File: src/sv/linear_probe_hash_table_unit_defines.svh
// Assertion macros for the linear probe hash table unit.
// Define NO_ASSERTIONS to compile them away; no other dependencies.
`ifndef LINEAR_PROBE_HASH_TABLE_UNIT_DEFINES_SVH
`define LINEAR_PROBE_HASH_TABLE_UNIT_DEFINES_SVH
`ifndef NO_ASSERTIONS
`define LPHT_ASSERT_IMPL(label, clk, rst, ante, cons) \
   label: assert property (@(posedge clk) disable iff (rst) (ante) |-> (cons)) \
      else $error("assertion failed");
`define LPHT_ASSERT_NEXT(label, clk, rst, ante, cons) \
   label: assert property (@(posedge clk) disable iff (rst) (ante) |=> (cons)) \
      else $error("assertion failed");
`else
`define LPHT_ASSERT_IMPL(label, clk, rst, ante, cons)
`define LPHT_ASSERT_NEXT(label, clk, rst, ante, cons)
`endif
`endif

File: src/sv/lpht_pkg.sv
// Shared types, codes and sizes of the linear probe hash table unit.
// No dependencies.
`timescale 1ns / 1ps
package lpht_pkg;
   localparam int unsigned SLOT_BITS = 8;
   localparam int unsigned TABLE_SIZE = 1 << SLOT_BITS;
   localparam int unsigned KEY_BYTES = 8;
   localparam int unsigned VALUE_BYTES = 8;
   localparam logic [8:0] MAX_ENTRIES_RESET = 9'd115;

   typedef enum logic [1:0] {
      OP_SET = 2'd0, OP_GET = 2'd1, OP_DELETE = 2'd2, OP_CLEAR = 2'd3
   } op_type;

   typedef enum logic [2:0] {
      ST_INSERTED = 3'd0, ST_UPDATED = 3'd1, ST_FOUND = 3'd2, ST_NOT_FOUND = 3'd3,
      ST_DELETED = 3'd4, ST_FULL = 3'd5, ST_CLEARED = 3'd6, ST_UNUSED = 3'd7
   } status_type;

   typedef struct packed {
      logic [1:0]  operation;
      logic [63:0] key;
      logic [3:0]  key_length;
      logic [63:0] value;
      logic [3:0]  value_length;
   } req_type;

   typedef struct packed {
      logic [2:0]  status;
      logic [63:0] value_out;
      logic [3:0]  value_length_out;
      logic [7:0]  slot_index;
      logic [8:0]  entry_count;
   } rsp_type;

   // hash unit control
   typedef struct packed {
      logic        start;
      logic [63:0] key;
      logic [3:0]  key_length;
   } hash_ctl_type;

   typedef struct packed {
      logic                 done;
      logic [SLOT_BITS-1:0] slot;
   } hash_sts_type;

   function automatic logic [63:0] byte_mask(input logic [3:0] n);
      logic [63:0] m;
      m = '0;
      for (int i = 0; i < 8; i++) begin
         if (4'(i) < n) m[i*8 +: 8] = 8'hFF;
      end
      return m;
   endfunction
endpackage

File: src/sv/lpht_hash.sv
// One-at-a-time hash, one key byte per cycle, then three finishing steps.
// Depends on lpht_pkg.
`timescale 1ns / 1ps
module lpht_hash (
   input  logic                  clock,
   input  logic                  reset,
   input  lpht_pkg::hash_ctl_type ctl,
   output lpht_pkg::hash_sts_type sts
);
   import lpht_pkg::*;
   logic [31:0] h_ff, h_in;
   logic [63:0] k_ff, k_in;
   logic [3:0]  n_ff, n_in;
   logic [1:0]  fin_ff, fin_in;
   logic        busy_ff, busy_in, done_ff, done_in;
   logic [31:0] b, t;

   always_comb begin
      h_in = h_ff; k_in = k_ff; n_in = n_ff; fin_in = fin_ff;
      busy_in = busy_ff; done_in = 1'b0;
      b = {{24{k_ff[7]}}, k_ff[7:0]};
      t = '0;
      if (ctl.start) begin
         h_in = '0; k_in = ctl.key; n_in = ctl.key_length; fin_in = '0; busy_in = 1'b1;
      end else if (busy_ff) begin
         if (n_ff != 4'd0) begin
            t = h_ff + b;
            t = t + (t << 10);
            h_in = t ^ (t >> 6);
            k_in = k_ff >> 8;
            n_in = n_ff - 4'd1;
         end else begin
            unique case (fin_ff)
               2'd0: h_in = h_ff + (h_ff << 3);
               2'd1: h_in = h_ff ^ (h_ff >> 11);
               default: begin
                  h_in = h_ff + (h_ff << 15);
                  busy_in = 1'b0;
                  done_in = 1'b1;
               end
            endcase
            fin_in = fin_ff + 2'd1;
         end
      end
   end

   always_ff @(posedge clock) begin
      if (reset) begin
         busy_ff <= 1'b0; done_ff <= 1'b0;
      end else begin
         busy_ff <= busy_in; done_ff <= done_in;
      end
      h_ff <= h_in; k_ff <= k_in; n_ff <= n_in; fin_ff <= fin_in;
   end

   assign sts.done = done_ff;
   assign sts.slot = h_ff[SLOT_BITS-1:0];
endmodule

File: config.mk
export PLATFORM = sky130hd
export DESIGN_NAME = lpht_hash
export DESIGN_NICKNAME = d
export VERILOG_FILES = /design/src/sv/linear_probe_hash_table_unit_defines.svh /design/src/sv/lpht_pkg.sv /design/src/sv/lpht_hash.sv
export SDC_FILE = /design/constraint.sdc
export NUM_CORES = 1
export LEC_CHECK = 0
export BUFFER_PORTS_ARGS = -buffer_cell sky130_fd_sc_hd__buf_4
export CAP_MARGIN = 20
export CORE_ASPECT_RATIO = 0.5
export CORE_MARGIN = 3
export CORE_UTILIZATION = 65
export DETAILED_ROUTE_END_ITERATION = 10
export PLACE_DENSITY = 0.86
export SLEW_MARGIN = 20
export SYNTH_ARGS = -nofsm -noshare
export SYNTH_HDL_FRONTEND = slang
export SYNTH_SLANG_ARGS = --single-unit
File: constraint.sdc
create_clock -name clock -period 13.2 [get_ports clock]
set_input_delay 3.96 -clock clock [delete_from_list [all_inputs] [get_ports clock]]
set_output_delay 3.96 -clock clock [all_outputs]
set_load 0.03 [all_outputs]
==> results of run 1 <==
==> critical path: stages, from the launching register on <==
cell,delay (ps)
dfxtp_1,530
ha_1,320
a211oi_2,280
o21ai_1,160
a21boi_0,280
o21ai_0,210
a21oi_1,210
nor2b_1,80
o21a_1,190
nor2_1,360
inv_1,120
fa_1,470
nor2b_1,120
o21ai_0,100
a21boi_0,280
o21ai_0,120
nand2b_1,120
nand3_1,120
a32oi_2,400
a311oi_1,200
xnor2_1,490
xor2_1,180
a2111oi_0,460
==> state kept, by name, summed over array words and instances, names as in the netlist <==
signal / flops
busy_ff: 1
done_ff: 1
fin_ff: 2
h_ff: 32
k_ff: 64
n_ff: 4
==> path summary, 6_finish.rpt <==
check              endpoint  slack (ps)
setup / recovery   h_ff[20]        7230
hold reg to reg   fin_ff[1]         480
setup reg to reg   h_ff[20]        7230
hold / removal    fin_ff[1]         480
==> routing by layer <==
metal	GRT usage, %	share of wire [%]	vias to the layer above
met5	0	0	-
met4	11.2	3.2	0
met3	11.5	11	92
met2	51.9	43	488
met1	46.0	42	4034
li1	-	-	4080
==> through the flow <==
step / cell area (µm²) / std cells / setup slack, ps / total power (W)
detailed placement: 10400 / 1293 / 7480 / 0.00277
finish: 10700 / 1309 / 7230 / 0.00314
global placement: 10400 / 1293 / 7510 / 0.00272
global route: 10700 / 1309 / 6910 / 0.00333
CTS: 10700 / 1309 / 7460 / 0.00306
floorplan: 9770 / 1061 / 6820 / 0.00225
==> layout make-up <==
cell class	count	area (µm²)
multi-input combinational	882	6700
fill	972	3390
sequential	104	2760
timing repair buffer	84	631
tap	192	240
clock buffer	10	229
inverter	31	116
clock inverter	6	50.0
==> power by group through the flow <==
stage / combinational, W / sequential (W) / clock, W
after CTS: 0.00228 / 0.000523 / 0.000264
final: 0.00235 / 0.000532 / 0.000262
after global routing: 0.00252 / 0.000533 / 0.000277
after floorplan: 0.00178 / 0.000470 / 0
after global placement: 0.00220 / 0.000527 / 0
after detailed placement: 0.00224 / 0.000530 / 0
==> layout by cell type (no fill, tap or decap), types with 36 or more instances in the layout <==
cell and count:
a21o_1 44, a21oi_1 90, buf_4 84, dfxtp_1 36, edfxtp_1 68, ha_1 97, mux2_2 57, nand2_1 52
nor2_1 75, o21ai_0 61, xnor2_1 80, xor2_1 51
==> kinds of logic (layout without fill, tap and decap cells) <==
kind of cell	Yosys count	after routing	synth area share [%]
AOI/OAI and AO/OA	344	344	23.6
xor gates and xnor gates	135	135	12.6
adders and majority gates	101	101	13.2
buffers and inverters	75	131	3.27
DFF	104	104	28.3
muxes	58	58	6.67
and+or+nand+nor	244	244	12.3
==> results.tsv, run 1 <==
metric	value	unit
status	complete, no violations	
Avg Cell Area, Syn	9.21	µm²
Max Fclk	168	MHz
TritonCTS sink count	104	
VDD IR-drop max	170	µV
remaining antenna violation count after routing	0	
Max-Slew Margin vs Limit	31.4	%
worst-skew pair later-pin latency	350	ps
Net Count, Synth	1233	
average vias per placed instance	6.64	
Worst Setup SP	h_ff[1]	
Worst Path Max Fanout	7	
Layout area overhead	9.77	%
Initial Util	69.2	%
Switching Fraction	51.0	%
unique cell type count in the Yosys netlist	79	
Num CTS Buffers	9	
nets	1284	
Routed WL per cell	21.6	µm
initial antenna violation count	0	
ANT cells	0	
GPL Wtd Cong	0.984	
I/O pin cnt	80	
top cells by area, synth	edfxtp_1, ha_1, dfxtp_1, xnor2_1, mux2_2	
RSZ-0062 raised after global routing	false	
Post-Syn Area	9770	µm²
global route total overflow	0	
Synth top cells by count	ha_1, a21oi_1, xnor2_1	
Crit. End Element	flop	
vias	8694	
cell-internal power	0.00154	W
Net Sw Power	0.00160	W
measured slew at the worst slew-check pin	1030	ps
worst setup path class	flop to flop	
Hold Path Stages	2	
Sequential Power Share	16.9	%
crit start category	flop	
final cycle utilization of the critical path	45.2	%
setup TNS	0	ps
Die Area	16600	µm²
Main synth FF type	edfxtp_1	
Global Route Usage Sum	34.2	%
Mapped Cells	1061	
largest net degree at the start of global routing	90	
Clk pwr share	8.4	%
CTS resizes	0	
maxcap violations	0	
PortBufs	79	
Core Region	14100	µm²
# Post-CTS Setup Buffers	0	
die height	92.7	µm
count leader, synth	ha_1	
Worst EP required	13420	ps
first-pass GRT wire length	44400	µm
Clock Path Buffers	2	
Worst Path Arrival	6190	ps
clock skew	10.7	ps
Synth Register Bits	104	
DRC marker count from the first detailed-route iteration	934	
P per Cell Area	293	nW/µm²
R2R depth	22	
width of the die	179	µm
FFs w/ async S/R, synth	0	%
endpoints failing hold	0	
Pleak	4.75	nW
clock root cell	clkbuf_16	
setup violators final	0	
R2R Path Start	h_ff[1]	
DRC errors left	0	
H-tree level count	3	
HPWL after DPL	21000	µm
Worst-path clk slew	80	ps
Core Rows	30	
minimum clock period	5970	ps
Yosys top cell area share	20.9	%
worst hold path class	flop to flop	
Detailed Routing Iterations Pass 1	5	
number of synthesized flops with an enable pin	68	
CTS tree	done	
Pins Over Slew Limit	0	
register area share after synthesis	28.3	%
DRT Wirelength	28300	µm
worst hold slack	480	ps
Comb power frac	74.7	%
Yosys warning total	0	
HP Start	fin_ff[1]	
leading area contributor after synthesis	edfxtp_1	
Util after Layout	76.0	%
number of global-route vias before repair	8427	
hold-fix buffers at CTS	0	
share of layout cells above drive strength 1	16.4	%
Power figures use the tool's default switching activity.
==> run 2, diff against run 1 <==
Settings changed: CORE_UTILIZATION 65 to 56, PLACE_DENSITY 0.86 to 0.78.
Clock period 13.2 ns to 4.9 ns, I/O delays scaled along.
==> run 2 against run 1 <==
Against the previous run: utilization decreased by 4.6 points; design area increased by 11%; via count rose by 3.0%; combinational power grew to 3.4 times the previous value; clock power rose to 2.9 times the previous value; global-route usage fell by 3.6 points; largest cell class unchanged; highest routed layer unchanged.
==> results.tsv, run 2 (same netlist as run 1, synthesis figures left out) <==
metric	value	unit	change
Pins Over Slew Limit	0		unchanged
initial antenna violation count	0		unchanged
Worst-path clk slew	80	ps	about the same
routing usage on met2	47.3	%	was 51.9%
Max Fclk	209	MHz	was 168 MHz
total power	0.00996	W	was 0.00314 W
maxcap violations	0		unchanged
width of the die	193	µm	was 179 µm
Clock Path Buffers	2		unchanged
CTS tree	done		unchanged
most frequent cells in the layout	buf_4, ha_1, a21oi_1		was ha_1, a21oi_1, buf_4
nets	1361		was 1284
minimum clock period	4780	ps	was 5970 ps
Layout area overhead	22.3	%	was 9.77%
number of global-route vias before repair	8581		was 8427
final cycle utilization of the critical path	97.6	%	was 45.2%
worst slack, placed	-105	ps	was 7480 ps
Core Rows	33		was 30
global route total overflow	0		unchanged
Routed WL per cell	21.0	µm	was 21.6 µm
most common cell after layout, fill and taps aside	buf_4		was ha_1
Pleak	5.28	nW	was 4.75 nW
vias	8958		was 8694
RSZ-0062 raised after global routing	true		was false
P per Cell Area	834	nW/µm²	was 293 nW/µm²
Largest register FFs	64		unchanged
die height	99.4	µm	was 92.7 µm
DRT Wirelength	29800	µm	was 28300 µm
setup TNS	0	ps	unchanged
Worst Setup SP	k_ff[1]		was h_ff[1]
DRC errors left	0		unchanged
Worst Path Max Fanout	3		was 7
clock root cell	clkbuf_16		unchanged
Crit. End Element	flop		unchanged
worst hold slack	468	ps	was 480 ps
Worst Path Buf+Inv	0		was 1
Crit path max-delay family	compound AO/OA/AOI/OAI gates		unchanged
largest net degree at the start of global routing	67		was 90
biggest regs	k_ff (64), h_ff (32), n_ff (4)		unchanged
H-tree level count	3		unchanged
Biggest register	k_ff		unchanged
measured slew at the worst slew-check pin	1110	ps	was 1030 ps
routing usage on met1	43.7	%	was 46.0%
Num CTS Buffers	9		unchanged
CP most frequent cell	o21ai_2		was o21ai_0
ANT cells	0		unchanged
R2R Path Start	k_ff[1]		was h_ff[1]
worst setup path class	flop to flop		unchanged
Crit-path slowest cell	edfxtp_1		was dfxtp_1
worst-skew pair later-pin latency	350	ps	about the same
Max-Slew Margin vs Limit	25.7	%	was 31.4%
DRC marker count from the first detailed-route iteration	793		was 934
Worst EP required	5180	ps	was 13420 ps
I/O pin cnt	80		unchanged
clock skew	10.7	ps	about the same
HP Start	fin_ff[1]		unchanged
FILL cells	1212		was 972
GPL Wtd Cong	0.988		was 0.984
grt met3 use	7.11	%	was 11.5%
Top Usage Layer GRT	met2		unchanged
setup violators final	0		unchanged
first-pass GRT wire length	46100	µm	was 44400 µm
average vias per placed instance	6.30		was 6.64
Initial Util	58.4	%	was 69.2%
Global Route Usage Sum	30.6	%	was 34.2%
Worst Path Arrival	5060	ps	was 6190 ps
worst setup margin	120	ps	was 7230 ps
endpoints failing hold	0		unchanged
hold-fix buffers at CTS	0		unchanged
crit start category	flop		unchanged
Core Region	16700	µm²	was 14100 µm²
worst hold path class	flop to flop		unchanged
Die Area	19200	µm²	was 16600 µm²
TritonCTS sink count	104		unchanged
Critical Path Max Stage Delay	430	ps	was 530 ps
VDD IR-drop max	536	µV	was 170 µV
status	complete, no violations		unchanged
HPWL after DPL	21900	µm	was 21000 µm
Detailed Routing Iterations Pass 1	5		unchanged
PortBufs	79		unchanged
remaining antenna violation count after routing	0		unchanged
share of layout cells above drive strength 1	27.2	%	was 16.4%
run 2: cell type report:
| class | instances | area (µm²) | share of cell area (%) |
|---|---|---|---|
| flip-flops and latches | 104 | 2760 | 23.1 |
| inverters | 31 | 116 | 0.974 |
| clock buffers | 10 | 229 | 1.92 |
| multi-input cells | 882 | 7240 | 60.6 |
| well taps | 227 | 284 | 2.38 |
| clock inverters | 6 | 77.6 | 0.649 |
| repair buffers | 161 | 1240 | 10.4 |
run 2: per-layer routing:
metal  up-vias  routed length [µm]
met4         0                 758
met1      4180               12900
met3        72                3260
met5         -                   0
li1       4235                   -
met2       471               12900
run 2: path summary, 6_finish.rpt:
path | endpoint | slack, ps | depth (start not counted)
worst max-delay path | h_ff[25] | 120 | 25
worst min-delay path | fin_ff[1] | 470 | 2
worst max register to register | h_ff[25] | 120 | 25
worst min register to register | fin_ff[1] | 470 | 2
run 2: worst min-delay path, cell delays in order, from the launching register on:
cell and delay [ps]:
dfxtp_1 320, nand2_1 50, a21oi_1 60
run 2: through the flow:
step | cells | utilization (%) | area [µm²]
2_1_floorplan | 1061 | - | 9900
3_3_place_gp | 1382 | 66.0 | 11000
3_5_place_dp | 1382 | 66.0 | 11000
4_1_cts | 1404 | 68.6 | 11500
5_1_grt | 1421 | 71.4 | 11900
6_report | 1421 | 71.4 | 11900
run 2: timing repair:
action | 4_1_cts | 5_1_grt
setup buffers | 6 | 16
endpoints found under the setup margin | 7 | 19
cloned | 0 | 1
resized for setup | 16 | 60
endpoints found under the hold margin | 0 | 0
pin swaps | 11 | 44
run 2: power breakdown:
| group | total, W | switching [W] | internal [W] |
|---|---|---|---|
| Clock | 0.000756 | 0.000350 | 0.000406 |
| Sequential | 0.00128 | 0.000178 | 0.00111 |
| Combinational | 0.00792 | 0.00425 | 0.00367 |
| Total | 0.00996 | 0.00477 | 0.00518 |
==> run 3, diff against run 2 <==
Settings changed: CELL_PAD_IN_SITES_DETAIL_PLACEMENT set to 0, CELL_PAD_IN_SITES_GLOBAL_PLACEMENT set to 1, CORE_UTILIZATION 56 to 43, PLACE_DENSITY 0.78 to unset, PLACE_DENSITY_LB_ADDON set to 0.1.
==> run 3 against run 2 <==
Against the previous run: critical path depth is 1 lower; power is 0.32% lower; first-iteration DRC count is 15% lower; sequential power hardly changed; combinational power hardly changed; non-clock buffer count is 4 higher; die area is 29% higher; clock skew hardly changed; final cell count is 5.4% higher; register-to-register slack worse by 30 ps; wire length is 2.5% higher; design area is 0.14% higher.
==> results.tsv, run 3 (same netlist as run 1, synthesis figures left out) <==
metric	value	unit	change
measured slew at the worst slew-check pin	1080	ps	was 1110 ps
most common cell after layout, fill and taps aside	buf_4		unchanged
clock skew	10.5	ps	was 10.7 ps
Core Region	22000	µm²	was 16700 µm²
worst-skew pair later-pin latency	360	ps	was 350 ps
P per Cell Area	830	nW/µm²	was 834 nW/µm²
die height	113	µm	was 99.4 µm
Initial Util	44.5	%	was 58.4%
Layout area overhead	22.4	%	was 22.3%
Routed WL per cell	20.4	µm	was 21.0 µm
initial antenna violation count	0		unchanged
final cycle utilization of the critical path	98.1	%	was 97.6%
first-pass GRT wire length	46700	µm	was 46100 µm
crit start category	flop		unchanged
Worst Path Arrival	5040	ps	was 5060 ps
worst hold slack	459	ps	was 468 ps
Worst Path Max Fanout	14		was 3
biggest regs	k_ff (64), h_ff (32), n_ff (4)		unchanged
Detailed Routing Iterations Pass 1	5		unchanged
Pins Over Slew Limit	0		unchanged
Max Fclk	208	MHz	was 209 MHz
RSZ-0062 raised after global routing	true		unchanged
vias	8722		was 8958
Pleak	5.24	nW	was 5.28 nW
number of global-route vias before repair	8415		was 8581
width of the die	219	µm	was 193 µm
Biggest register	k_ff		unchanged
share of layout cells above drive strength 1	27.0	%	was 27.2%
VDD IR-drop max	560	µV	was 536 µV
Clock Path Buffers	2		unchanged
nets	1365		was 1361
Util after Layout	54.4	%	was 71.4%
worst hold path class	flop to flop		unchanged
setup violators final	0		unchanged
TritonCTS sink count	104		unchanged
Worst-path clk slew	80	ps	about the same
Largest register FFs	64		unchanged
DRC errors left	0		unchanged
maxcap violations	0		unchanged
worst setup path class	flop to flop		unchanged
Num CTS Buffers	9		unchanged
Worst EP required	5130	ps	was 5180 ps
total power	0.00992	W	was 0.00996 W
status	complete, no violations		unchanged
worst setup margin	90.9	ps	was 120 ps
PortBufs	79		unchanged
Core Rows	38		was 33
I/O pin cnt	80		unchanged
Die Area	24700	µm²	was 19200 µm²
Global Route Usage Sum	24.4	%	was 30.6%
H-tree level count	3		unchanged
global route total overflow	0		unchanged
Max-Slew Margin vs Limit	27.7	%	was 25.7%
endpoints failing hold	0		unchanged
largest net degree at the start of global routing	69		was 67
average vias per placed instance	5.82		was 6.30
DRC marker count from the first detailed-route iteration	678		was 793
setup TNS	0	ps	unchanged
worst slack, placed	-92.7	ps	was -105 ps
ANT cells	0		unchanged
most frequent cells in the layout	buf_4, a21oi_1, ha_1		was buf_4, ha_1, a21oi_1
remaining antenna violation count after routing	0		unchanged
clock root cell	clkbuf_16		unchanged
Crit. End Element	flop		unchanged
CTS tree	done		unchanged
DRT Wirelength	30600	µm	was 29800 µm
HPWL after DPL	23400	µm	was 21900 µm
GPL Wtd Cong	0.930		was 0.988
minimum clock period	4810	ps	was 4780 ps
[run 3: cell types whose count changed in the layout (fill, tap and decap cells not counted), sizes merged]
| cell | previous run | this run |
|---|---|---|
| buf | 160 | 165 |
| bufinv | 1 | 0 |
| clkbuf | 11 | 10 |
| inv | 31 | 32 |
[run 3: what timing repair did]
action	4_1_cts	5_1_grt
cloned	0	0
hold buffers	0	0
resized for setup	5	67
pin swaps	10	54
buffers inserted	2	10
endpoints found under the setup margin	10	19
[run 3: metal layers]
| metal | share of wire, % | track usage (%) |
|---|---|---|
| met1 | 47 | 35.7 |
| met2 | 43 | 36.9 |
| met3 | 7.8 | 5.33 |
| met4 | 1.7 | 5.17 |
| met5 | 0 | 0 |
[run 3: cell type report]
cell class                 count  area, µm²
multi-input combinational    882       7170
tap                          300        375
clock buffer                  10        229
timing repair buffer         165       1260
clock inverter                 6       50.0
inverter                      31        116
sequential                   104       2760
fill                        2061      10000
[run 3: critical path: stages, from the launching register on]
cell and delay [ps]:
edfxtp_1 420, buf_12 190, ha_4 220, buf_4 150
and4_4 190, nand2_1 70, o211ai_1 120, a21o_1 210
a31o_4 230, a21o_1 180, a21o_1 180, a21o_1 170
a21oi_2 150, o21ai_0 140, o41ai_1 390, xnor2_1 140
ha_1 350, inv_1 160, a21oi_1 60, o311ai_1 150
nand4_1 250, xnor2_2 210, xnor2_1 130, o21ai_0 150
a21oi_1 80
[run 3: stage by stage]
step	cells	area, µm²
floorplan	1061	9900
global placement	1470	11200
detailed placement	1470	11200
CTS	1488	11600
global route	1498	12000
finish	1498	12000
[run 3: path summary, 6_finish.rpt]
path | from | to | slack [ps] | depth (start not counted)
hold reg to reg | fin_ff[1] | fin_ff[1] | 460 | 2
setup reg to reg | k_ff[7] | h_ff[23] | 90 | 24
setup / recovery | k_ff[7] | h_ff[23] | 90 | 24
hold / removal | fin_ff[1] | fin_ff[1] | 460 | 2
[run 3: power by group]
part           switching (W)  total (W)  internal (W)
Clock               0.000363   0.000716      0.000353
Combinational        0.00422    0.00794       0.00371
Sequential          0.000165    0.00127       0.00111
Total                0.00475    0.00992       0.00517
